## src/hdl/quicksort_key_tag_sorter_unit_defines.svh

```systemverilog
// Assertion macros shared by the sorter RTL.
// No dependencies.
`ifndef QUICKSORT_KEY_TAG_SORTER_UNIT_DEFINES_SVH
`define QUICKSORT_KEY_TAG_SORTER_UNIT_DEFINES_SVH
// check that a condition implies a consequence on the next edge
`define QS_ASSERT_NEXT(lbl, ante, cons) \
	lbl: assert property (@(posedge clk) disable iff (!arst_n) (ante) |=> (cons)) \
		else $error("qs check failed");
// check that a condition implies another in the same cycle
`define QS_ASSERT_NOW(lbl, ante, cons) \
	lbl: assert property (@(posedge clk) disable iff (!arst_n) (ante) |-> (cons)) \
		else $error("qs check failed");
`endif

```

## src/hdl/qsort_pkg.sv

```systemverilog
// Package for the quicksort record sorter: sizes, codes, record type.
// No dependencies.
package qsort_pkg;
	localparam int MaxRecords = 64;
	localparam int IdxW = $clog2(MaxRecords);
	localparam int CntW = IdxW + 1;
	localparam logic [15:0] LfsrTaps = 16'hB400;
	localparam logic [1:0] SchemeLomuto = 2'd0;
	localparam logic [1:0] SchemeRandom = 2'd1;
	localparam logic [1:0] SchemeHoare = 2'd2;
	localparam logic RegScheme = 1'b0;
	localparam logic RegSeed = 1'b1;

	typedef struct packed {
		logic signed [31:0] key;
		logic [7:0] tag;
	} rec_t;

	typedef struct packed {
		logic start;
		logic [IdxW-1:0] a;
	} mod_cmd_t;

	typedef struct packed {
		logic busy;
		logic [IdxW-1:0] q;
	} mod_sts_t;
endpackage

```

## src/hdl/qsort_if.sv

```systemverilog
// Valid/ready channel interface for records in and out.
// Depends on nothing.
interface qsort_if;
	logic valid;
	logic ready;
	logic signed [31:0] key;
	logic [7:0] tag;
	logic last;
	modport source (output valid, key, tag, last, input ready);
	modport sink (input valid, key, tag, last, output ready);
endinterface

```

## src/hdl/qsort_mod.sv

```systemverilog
// Iterative modulo unit: remainder of a 16-bit value by a 6-bit divisor, plus an offset.
// Depends on qsort_pkg.
module qsort_mod (
	input logic clk,
	input logic arst_n,
	input logic [15:0] dividend,
	input logic [qsort_pkg::IdxW-1:0] divisor,
	input qsort_pkg::mod_cmd_t cmd,
	output qsort_pkg::mod_sts_t sts
);
	logic [15:0] num_q;
	logic [qsort_pkg::IdxW:0] rem_q;
	logic [4:0] cnt_q;
	logic busy_q;
	logic [qsort_pkg::IdxW+1:0] trial;

	assign trial = {rem_q, num_q[15]} - {2'b00, divisor};

	always_ff @(posedge clk or negedge arst_n) begin
		if (!arst_n) begin
			busy_q <= 1'b0;
			cnt_q <= '0;
		end else if (cmd.start) begin
			busy_q <= 1'b1;
			cnt_q <= 5'd16;
		end else if (busy_q) begin
			cnt_q <= cnt_q - 5'd1;
			if (cnt_q == 5'd1) busy_q <= 1'b0;
		end
	end

	// restoring division, one bit a cycle
	always_ff @(posedge clk) begin
		if (cmd.start) begin
			num_q <= dividend;
			rem_q <= '0;
		end else if (busy_q) begin
			num_q <= {num_q[14:0], 1'b0};
			if (!trial[qsort_pkg::IdxW+1])
				rem_q <= trial[qsort_pkg::IdxW:0];
			else
				rem_q <= {rem_q[qsort_pkg::IdxW-1:0], num_q[15]};
		end
	end

	assign sts.busy = busy_q;
	assign sts.q = rem_q[qsort_pkg::IdxW-1:0] + cmd.a;

	`include "quicksort_key_tag_sorter_unit_defines.svh"
	`QS_ASSERT_NEXT(a_mod_start, cmd.start, busy_q)
	`QS_ASSERT_NOW(a_mod_cnt, busy_q, cnt_q != 5'd0)
	`QS_ASSERT_NOW(a_mod_rem, busy_q, rem_q < {1'b0, divisor})
endmodule

```

## src/hdl/quicksort_key_tag_sorter_unit.sv

```systemverilog
// Quicksort key/tag sorter top level: record store, range stack, sequencer.
// Per range: pop and select, then a scan of the range with a registered store read per record,
// and a swap through the store for each record moved; a random pivot first runs the modulo
// unit and a swap. Output: each record is held on out_ch until out_ch.ready takes it.
// Throughput: one batch at a time; in_ch.ready is low from batch end until the last result.
// Reset: asynchronous active low; clears count, stack pointer, state, scheme and LFSR (to 1).
module quicksort_key_tag_sorter_unit (
	input logic clk,
	input logic arst_n,
	qsort_if.sink in_ch,
	qsort_if.source out_ch,
	input logic cfg_we,
	input logic cfg_index,
	input logic [15:0] cfg_data
);
	localparam int W = qsort_pkg::IdxW;
	localparam logic [W:0] Full = (W+1)'(qsort_pkg::MaxRecords);
	localparam logic [4:0] StLoad = 5'd0, StPop = 5'd1, StPopW = 5'd2, StSel = 5'd3,
		StRndGo = 5'd4, StRndW = 5'd5, StLPiv = 5'd6, StLPivW = 5'd7, StLRd = 5'd8,
		StLCmp = 5'd9, StLEnd = 5'd10, StHPiv = 5'd11, StHPivW = 5'd12, StHJRd = 5'd13,
		StHJCmp = 5'd14, StHIRd = 5'd15, StHICmp = 5'd16, StSwA = 5'd17, StSwB = 5'd18,
		StSwC = 5'd19, StSwD = 5'd20, StPushR = 5'd21, StPushL = 5'd22, StOut = 5'd23,
		StOutW = 5'd24, StOutHold = 5'd25;

	qsort_pkg::rec_t mem [qsort_pkg::MaxRecords];
	logic [2*W-1:0] stk [qsort_pkg::MaxRecords];

	logic [4:0] st_q, ret_q;
	logic [1:0] scheme_q;
	logic [15:0] lfsr_q;
	logic [W:0] cnt_q, sp_q;
	logic [W-1:0] lo_q, hi_q, i_q, j_q, q_q, pa_q, pb_q, out_i_q;
	qsort_pkg::rec_t rd_q, pivot_q, tmp_q, out_r_q;
	logic [2*W-1:0] srd_q;
	logic out_v_q;
	logic out_last_q;
	logic [W-1:0] ra;
	logic we;
	logic [W-1:0] wa;
	qsort_pkg::rec_t wd;
	logic swe;
	logic [2*W-1:0] swd;
	qsort_pkg::mod_cmd_t mcmd;
	qsort_pkg::mod_sts_t msts;
	logic [15:0] lfsr_nx;
	logic lfsr_step;
	logic le_rp, le_pr;
	logic in_fire;
	logic [W:0] n_new;
	logic right_ok, left_ok;
	logic [W-1:0] left_hi;

	assign lfsr_nx = lfsr_q[0] ? ({1'b0, lfsr_q[15:1]} ^ qsort_pkg::LfsrTaps)
		: {1'b0, lfsr_q[15:1]};
	assign lfsr_step = (st_q == StSel) && (lo_q < hi_q) && (scheme_q == qsort_pkg::SchemeRandom);
	assign le_rp = $signed(rd_q.key) <= $signed(pivot_q.key);
	assign le_pr = $signed(pivot_q.key) <= $signed(rd_q.key);
	assign in_fire = in_ch.valid && in_ch.ready;
	// a record arriving at a full store is dropped
	assign n_new = (cnt_q == Full) ? cnt_q : cnt_q + (W+1)'(1);
	assign right_ok = ({1'b0, q_q} + (W+1)'(1)) < {1'b0, hi_q};
	assign left_ok = (scheme_q == qsort_pkg::SchemeHoare) ? (lo_q < q_q)
		: (({1'b0, lo_q} + (W+1)'(1)) < {1'b0, q_q});
	assign left_hi = (scheme_q == qsort_pkg::SchemeHoare) ? q_q : q_q - W'(1);

	qsort_mod u_mod (.clk(clk), .arst_n(arst_n), .dividend(lfsr_q),
		.divisor(hi_q - lo_q), .cmd(mcmd), .sts(msts));

	always_ff @(posedge clk) begin
		if (we) mem[wa] <= wd;
		rd_q <= mem[ra];
	end

	always_ff @(posedge clk) begin
		if (swe) stk[sp_q[W-1:0]] <= swd;
		srd_q <= stk[sp_q[W-1:0] - W'(1)];
	end

	always_comb begin
		ra = '0;
		we = 1'b0;
		wa = '0;
		wd = '0;
		swe = 1'b0;
		swd = '0;
		mcmd = '0;
		mcmd.a = lo_q;
		case (st_q)
			StLoad: if (in_fire && cnt_q != Full) begin
				we = 1'b1;
				wa = cnt_q[W-1:0];
				wd = '{key: in_ch.key, tag: in_ch.tag};
			end
			StRndGo: mcmd.start = 1'b1;
			StLPiv: ra = hi_q;
			StLRd: ra = j_q;
			StHPiv: ra = lo_q;
			StHJRd: ra = j_q;
			StHIRd: ra = i_q;
			StSwA: ra = pa_q;
			StSwB: ra = pb_q;
			StSwC: begin
				we = 1'b1;
				wa = pa_q;
				wd = rd_q;
			end
			StSwD: begin
				we = 1'b1;
				wa = pb_q;
				wd = tmp_q;
			end
			StPushR: begin
				swe = right_ok;
				swd = {q_q + W'(1), hi_q};
			end
			StPushL: begin
				swe = left_ok;
				swd = {lo_q, left_hi};
			end
			StOut: ra = out_i_q;
			default: ;
		endcase
	end

	assign in_ch.ready = (st_q == StLoad);
	assign out_ch.valid = out_v_q;
	assign out_ch.key = out_r_q.key;
	assign out_ch.tag = out_r_q.tag;
	assign out_ch.last = out_last_q;

	always_ff @(posedge clk or negedge arst_n) begin
		if (!arst_n) begin
			scheme_q <= qsort_pkg::SchemeLomuto;
			lfsr_q <= 16'd1;
		end else begin
			if (cfg_we && cfg_index == qsort_pkg::RegScheme) scheme_q <= cfg_data[1:0];
			if (cfg_we && cfg_index == qsort_pkg::RegSeed)
				lfsr_q <= (cfg_data == '0) ? 16'd1 : cfg_data;
			else if (lfsr_step)
				lfsr_q <= lfsr_nx;
		end
	end

	always_ff @(posedge clk or negedge arst_n) begin
		if (!arst_n) begin
			st_q <= StLoad;
			ret_q <= StLoad;
			cnt_q <= '0;
			sp_q <= '0;
			lo_q <= '0;
			hi_q <= '0;
			i_q <= '0;
			j_q <= '0;
			q_q <= '0;
			pa_q <= '0;
			pb_q <= '0;
			out_i_q <= '0;
			pivot_q <= '0;
			tmp_q <= '0;
			out_v_q <= 1'b0;
			out_r_q <= '0;
			out_last_q <= 1'b0;
		end else begin
			case (st_q)
				StLoad: if (in_fire) begin
					cnt_q <= n_new;
					if (in_ch.last) begin
						sp_q <= '0;
						lo_q <= '0;
						hi_q <= n_new[W-1:0] - W'(1);
						out_i_q <= '0;
						st_q <= (n_new < (W+1)'(2)) ? StOut : StSel;
					end
				end
				StPop: if (sp_q == '0) begin
					out_i_q <= '0;
					st_q <= StOut;
				end else begin
					sp_q <= sp_q - (W+1)'(1);
					st_q <= StPopW;
				end
				StPopW: begin
					lo_q <= srd_q[2*W-1:W];
					hi_q <= srd_q[W-1:0];
					st_q <= StSel;
				end
				StSel: begin
					if (lo_q >= hi_q) st_q <= StPop;
					else if (scheme_q == qsort_pkg::SchemeHoare) st_q <= StHPiv;
					else if (scheme_q == qsort_pkg::SchemeRandom) st_q <= StRndGo;
					else st_q <= StLPiv;
				end
				StRndGo: st_q <= StRndW;
				// move the random pivot to the top of the range
				StRndW: if (!msts.busy) begin
					pa_q <= msts.q;
					pb_q <= hi_q;
					ret_q <= StLPiv;
					st_q <= StSwA;
				end
				StLPiv: st_q <= StLPivW;
				StLPivW: begin
					pivot_q <= rd_q;
					i_q <= lo_q;
					j_q <= lo_q;
					st_q <= StLRd;
				end
				StLRd: st_q <= (j_q == hi_q) ? StLEnd : StLCmp;
				StLCmp: if (le_rp) begin
					pa_q <= i_q;
					pb_q <= j_q;
					i_q <= i_q + W'(1);
					j_q <= j_q + W'(1);
					ret_q <= StLRd;
					st_q <= StSwA;
				end else begin
					j_q <= j_q + W'(1);
					st_q <= StLRd;
				end
				StLEnd: begin
					pa_q <= i_q;
					pb_q <= hi_q;
					q_q <= i_q;
					ret_q <= StPushR;
					st_q <= StSwA;
				end
				StHPiv: st_q <= StHPivW;
				StHPivW: begin
					pivot_q <= rd_q;
					i_q <= lo_q;
					j_q <= hi_q;
					st_q <= StHJRd;
				end
				StHJRd: st_q <= StHJCmp;
				StHJCmp: if (j_q > lo_q && !le_rp) begin
					j_q <= j_q - W'(1);
					st_q <= StHJRd;
				end else begin
					st_q <= StHIRd;
				end
				StHIRd: st_q <= StHICmp;
				StHICmp: if (i_q < hi_q && !le_pr) begin
					i_q <= i_q + W'(1);
					st_q <= StHIRd;
				end else if (i_q < j_q) begin
					pa_q <= i_q;
					pb_q <= j_q;
					i_q <= i_q + W'(1);
					j_q <= j_q - W'(1);
					ret_q <= StHJRd;
					st_q <= StSwA;
				end else begin
					q_q <= j_q;
					st_q <= StPushR;
				end
				StSwA: st_q <= StSwB;
				StSwB: begin
					tmp_q <= rd_q;
					st_q <= StSwC;
				end
				StSwC: st_q <= StSwD;
				StSwD: st_q <= ret_q;
				// push right part first so the left part is popped first
				StPushR: begin
					if (swe) sp_q <= sp_q + (W+1)'(1);
					st_q <= StPushL;
				end
				StPushL: begin
					if (swe) sp_q <= sp_q + (W+1)'(1);
					st_q <= StPop;
				end
				StOut: st_q <= StOutW;
				StOutW: begin
					out_v_q <= 1'b1;
					out_r_q <= rd_q;
					out_last_q <= (({1'b0, out_i_q} + (W+1)'(1)) == cnt_q);
					st_q <= StOutHold;
				end
				// hold the transaction until it is taken
				StOutHold: if (out_ch.ready) begin
					out_v_q <= 1'b0;
					if (out_last_q) begin
						cnt_q <= '0;
						st_q <= StLoad;
					end else begin
						out_i_q <= out_i_q + W'(1);
						st_q <= StOut;
					end
				end
				default: st_q <= StLoad;
			endcase
		end
	end

	`include "quicksort_key_tag_sorter_unit_defines.svh"
	`QS_ASSERT_NOW(a_sp_bound, 1'b1, sp_q <= Full)
	`QS_ASSERT_NOW(a_cnt_bound, 1'b1, cnt_q <= Full)
	`QS_ASSERT_NOW(a_lfsr_nz, 1'b1, lfsr_q != 16'd0)
	`QS_ASSERT_NEXT(a_out_hold, out_ch.valid && !out_ch.ready, out_ch.valid && $stable(out_ch.key))
	`QS_ASSERT_NOW(a_in_idle, out_ch.valid, !in_ch.ready)
endmodule

```

## src/flat_wrapper.sv

```systemverilog
// flat-port wrapper written by rule: the top's interface ports become plain ports
module quicksort_key_tag_sorter_unit_flat 
  (clk, arst_n, cfg_we, cfg_index, cfg_data, in_ch_valid, in_ch_key, in_ch_tag, in_ch_last, in_ch_ready, out_ch_valid, out_ch_key, out_ch_tag, out_ch_last, out_ch_ready);
  qsort_if in_ch_i ();
  qsort_if out_ch_i ();
  input logic clk;
  input logic arst_n;
  input logic cfg_we;
  input logic cfg_index;
  input logic [15:0] cfg_data;
  input wire logic [$bits(in_ch_i.valid)-1:0] in_ch_valid;
  input wire logic [$bits(in_ch_i.key)-1:0] in_ch_key;
  input wire logic [$bits(in_ch_i.tag)-1:0] in_ch_tag;
  input wire logic [$bits(in_ch_i.last)-1:0] in_ch_last;
  output wire logic [$bits(in_ch_i.ready)-1:0] in_ch_ready;
  output wire logic [$bits(out_ch_i.valid)-1:0] out_ch_valid;
  output wire logic [$bits(out_ch_i.key)-1:0] out_ch_key;
  output wire logic [$bits(out_ch_i.tag)-1:0] out_ch_tag;
  output wire logic [$bits(out_ch_i.last)-1:0] out_ch_last;
  input wire logic [$bits(out_ch_i.ready)-1:0] out_ch_ready;
  assign in_ch_i.valid = in_ch_valid;
  assign in_ch_i.key = in_ch_key;
  assign in_ch_i.tag = in_ch_tag;
  assign in_ch_i.last = in_ch_last;
  assign in_ch_ready = in_ch_i.ready;
  assign out_ch_valid = out_ch_i.valid;
  assign out_ch_key = out_ch_i.key;
  assign out_ch_tag = out_ch_i.tag;
  assign out_ch_last = out_ch_i.last;
  assign out_ch_i.ready = out_ch_ready;
  quicksort_key_tag_sorter_unit u_core (.clk(clk), .arst_n(arst_n), .in_ch(in_ch_i), .out_ch(out_ch_i), .cfg_we(cfg_we), .cfg_index(cfg_index), .cfg_data(cfg_data));
endmodule
```

## config.mk

```make
export PLATFORM = sky130hd
export DESIGN_NAME = quicksort_key_tag_sorter_unit_flat
export DESIGN_NICKNAME = d
export VERILOG_FILES = /design/src/hdl/qsort_pkg.sv /design/src/hdl/qsort_if.sv /design/src/hdl/qsort_mod.sv /design/src/hdl/quicksort_key_tag_sorter_unit.sv /design/src/flat_wrapper.sv
export VERILOG_INCLUDE_DIRS = /design/src /design/src/hdl
export SDC_FILE = /design/constraint.sdc
export NUM_CORES = 2
export LEC_CHECK = 0
export ABC_AREA = 1
export BUFFER_PORTS_ARGS = -buffer_cell sky130_fd_sc_hd__buf_4
export CORE_UTILIZATION = 37
export DETAILED_ROUTE_END_ITERATION = 10
export SLEW_MARGIN = 20
export SYNTH_ARGS = -nofsm -noshare
export SYNTH_HDL_FRONTEND = slang
export SYNTH_SLANG_ARGS = --single-unit
export TNS_END_PERCENT = 50
```

## constraint.sdc

```tcl
create_clock -name clk -period 5.2 [get_ports clk]
set_clock_uncertainty 0.15 [all_clocks]
set_input_delay 0.78 -clock clk [delete_from_list [all_inputs] [get_ports clk]]
set_output_delay 0.78 -clock clk [all_outputs]
set_load 0.05 [all_outputs]
```

==> results summary <==
The power per unit of standard cell area is 485.2 mW/mm2. The post-route worst setup slack is 0.5756 ns. The number of global-route vias before repair is 101900.

The mean number of vias per cell is 5.375. Derived from the worst setup path, the maximum achievable clock frequency is 216.2 MHz. The total via count in the routed design is 108400. The overall die height came out at 656.7 um. The width of the die is 656.7 um. The top-level I/O count is 106.

The worst hold path belongs to the class in2reg. The total die area is 0.4312 mm2. The final number of max-transition violations came to 0. The kind of cell with the highest combined delay on the critical path is simple AND/OR/NAND/NOR gates.

The multi-input combinational cells in the finished layout cover a total of 0.04100 mm2. For the pin with the worst max-slew slack, the measured transition is 1.135 ns. The area growth from synthesis to layout is 13.49%. The peak ir drop on the vdd network came out at 0.0003229 V. The delay contributed by the slowest stage of the critical path came out at 0.77 ns. The CTS tree is built. The critical path buffer and inverter count came out at 5. The clock passes through at most 4 buffers.

The worst-case headroom to the max-slew limit came out at 23.91%. The number of violations of the max-capacitance limit came out at 0. Counting the buffers created by CTS gives 371.

In this run the standard cell core region covers 0.4270 mm2. Setup violations remaining at the end of the flow were counted as 0. For this design the static power due to leakage is 0.06741 uW.

Synthesis inferred 3613 register bits. Across the whole layout, storage elements account for 0.1069 mm2. Synthesis handed over a netlist of 14100 instances.

The post-cts repair resize count is 0. Once the floorplan was initialized, standard cells occupied 37.14% of the core. Of the cells placed in the final design, the portion with a size suffix greater than 1 is 8.508%. The number of enable flip-flop cells after synthesis came out at 3344.

The number of antenna violations at the first check in global routing came out at 18. Synthesis produced a netlist with a net count of 14260. The number of clock sinks came out at 3613. The tree is rooted in a sky130_fd_sc_hd__clkbuf_16. The placement-stage worst setup slack came out at 0.7633 ns.

The number of optimization iterations in the first detailed-route pass came out at 8. The count of yosys warnings during synthesis came out at 0. The slowest stage of the critical path belongs to the cell sky130_fd_sc_hd__nor2_4.

The clock latency reported for the late side of the worst-skew pair came out at 0.98 ns. The count of final hold-check violations came out at 0. The critical path in this run is classified as reg2reg. The number of setup buffers added after CTS came out at 0.

The cell row count came out at 240. The summed instance area of the synthesized netlist came out at 0.1586 mm2. The quantity of I/O buffers inserted on ports is 105. For the worst setup path, the data arrival time is 5.04 ns. STA classifies the critical path endpoint as a register. The number of buffers inserted by hold repair at cts came out at 15.

The fraction of registers with async set or reset after synthesis came out at 5.812%. The DRC violation count after routing is 0. The weighted congestion at the end of routability-driven global placement came out at 0.8868. Setup repair after global routing left no endpoint under its margin. The pin count of the biggest net entering global routing came out at 209. The worst setup path is launched from a register. The all-layer global routing usage came out at 21.68%. For this run, the post-layout net count is 14320.

The register area share after synthesis is 67.38%. Counting distinct cell types in the post-synthesis netlist gives 57. The critical path data required time is 5.61 ns. The average footprint of a synthesized cell is 11.25 um2. The average wire length per cell after detail routing came out at 23.99 um.

After routing, the total negative slack on setup checks comes to 0 ns. The clock tree synthesis step divided the H-tree into 5 levels. For this run, the leading register cell type out of synthesis is sky130_fd_sc_hd__edfxtp_1. After layout, the worst path uses 88.93% of the clock period. The post-detailed-route count of antenna-violating nets is 0. The fill cell total of the finished layout is 39820. Walking the worst path, the cells encountered are nor2_2 -> nand2_1 -> nor2_2 -> inv_2 -> nor2_4 -> inv_2 -> nor2_4 -> inv_2 -> o21ai_2 -> nand2_1 -> inv_1 -> nand2_1 -> nor2_4 -> buf_12. The global-route wire length before repair is 701.9 mm.

The critical-path maximum fanout came out at 24. The clock-pin slew on the worst setup and hold paths came out at 0.06 ns. Once detailed placement completed, the half-perimeter wirelength came to 271.3 mm. The total power is 87340 uW. The DRC violation total after the first TritonRoute iteration is 13470.

Summed over all layers, the routed wires come to 483.6 mm. The post-layout minimum cycle time came out at 4.624 ns. Summed over all layers, the global routing overflow is 0. The flow ran to the end, and the final reports show no timing, DRC or antenna violations.
## cell usage after synthesis (18+ instances only)
master / number / area share, %
sky130_fd_sc_hd__edfxtp_1: 3344 / 63
sky130_fd_sc_hd__nand3_1: 2900 / 9.2
sky130_fd_sc_hd__nand2_1: 2060 / 4.9
sky130_fd_sc_hd__inv_1: 1917 / 4.5
sky130_fd_sc_hd__nand3b_1: 881 / 4.2
sky130_fd_sc_hd__nor2_1: 544 / 1.3
sky130_fd_sc_hd__o21ai_0: 451 / 1.4
sky130_fd_sc_hd__clkbuf_1: 384 / 0.91
sky130_fd_sc_hd__buf_2: 377 / 1.2
sky130_fd_sc_hd__dfrtp_1: 209 / 3.3
sky130_fd_sc_hd__o221ai_1: 142 / 0.78
sky130_fd_sc_hd__mux2i_1: 137 / 0.86
sky130_fd_sc_hd__ha_1: 100 / 0.79
sky130_fd_sc_hd__o211ai_1: 99 / 0.47
sky130_fd_sc_hd__buf_4: 72 / 0.34
sky130_fd_sc_hd__dfxtp_1: 59 / 0.74
sky130_fd_sc_hd__o32ai_1: 56 / 0.31
sky130_fd_sc_hd__a21oi_1: 54 / 0.17
sky130_fd_sc_hd__buf_1: 46 / 0.11
sky130_fd_sc_hd__o22ai_1: 38 / 0.15
sky130_fd_sc_hd__xor2_1: 38 / 0.21
sky130_fd_sc_hd__nand4_1: 29 / 0.11
sky130_fd_sc_hd__nor3_1: 21 / 0.066
sky130_fd_sc_hd__buf_6: 18 / 0.13
## path summary, 6_finish.rpt
check	start	endpoint	slack (ns)	cells past startpoint
max	u_core.st_q[0]	u_core.mem[14][8]	0.58	14
min	cfg_data[8]	u_core.lfsr_q[8]	0.1	5
max reg2reg	u_core.st_q[0]	u_core.mem[14][8]	0.58	14
min reg2reg	u_core.srd_q[11]	u_core.lo_q[5]	0.30	2
max in group asynchronous	arst_n	u_core.sp_q[0]	3.53	3
min in group asynchronous	arst_n	u_core.tmp_q[5]	0.28	2
## logic make-up after synthesis
group,share of synthesized area [%]
and+or+nand+nor,19.85
DFF,67.38
buffers and inverters,7.256
AOI/OAI and AO/OA,3.541
muxes,0.8647
adders and majority gates,0.8521
xor gates and xnor gates,0.2651
## power breakdown
group | switching, uW | internal [uW]
Combinational | 18200 | 7130
Clock | 11500 | 15000
Sequential | 1100 | 34400
Total | 30800 | 56500
## layout make-up
cell class,count,area share (%)
sequential,3613,59.37
multi-input combinational,7650,22.78
clock buffer,482,5.579
inverter,1935,4.052
tap,5687,3.953
timing repair buffer,580,3.192
clock inverter,208,1.069
antenna,7,0.009732
## registers in the layout (all words and copies together) (netlist names), 7 cells and up
name	flops
u_core.u_mod.rem_q	7
u_core.mem	2560
u_core.cnt_q	7
u_core.tmp_q	40
u_core.lfsr_q	16
u_core.srd_q	12
u_core.out_ch.tag	8
u_core.rd_q	40
u_core.stk	768
u_core.pivot_q	32
u_core.sp_q	7
u_core.out_ch.key	32
u_core.u_mod.num_q	16
## tightest hold or removal path: cells and delay by family
family | cells | cell delay, ns
buf+inv | 1 | 0.13
compound gates | 2 | 0.13
simple gates | 2 | 0.12
## through the flow
stage / std cells / hold slack [ns] / cell area [um2] / utilization, %
3_3_place_gp: 19450 / 0.2711 / 167800 / 39.30
6_report: 20160 / 0.09542 / 180000 / 42.15
4_1_cts: 20160 / 0.003234 / 180000 / 42.15
2_1_floorplan: 14100 / 0.2638 / 158600 / -
5_1_grt: 20160 / 0.07768 / 180000 / 42.15
3_5_place_dp: 19450 / 0.2906 / 167900 / 39.31
## routing by layer
layer	wire (um)	up-vias	share of wire, %	GRT usage [%]
li1	-	49100	-	-
met1	200400	53420	41	30.06
met2	224200	4967	46	34.73
met3	39980	888	8.3	3.058
met4	19000	2	3.9	7.929
met5	11	-	0.0023	0
## cell usage in the layout, fill, tap and decap left out, drive strengths merged, types with 27 or more instances in the layout
cell / n
edfxtp: 3344
nand3: 2901
nand2: 2064
inv: 1941
nand3b: 881
buf: 565
nor2: 555
clkbuf: 482
o21ai: 460
dfrtp: 209
clkinv: 163
o221ai: 142
mux2i: 137
ha: 100
o211ai: 99
dfxtp: 59
o32ai: 56
a21oi: 55
xor2: 38
o22ai: 38
nand4: 29
bufinv: 27
(Power assumes the default switching activity.)
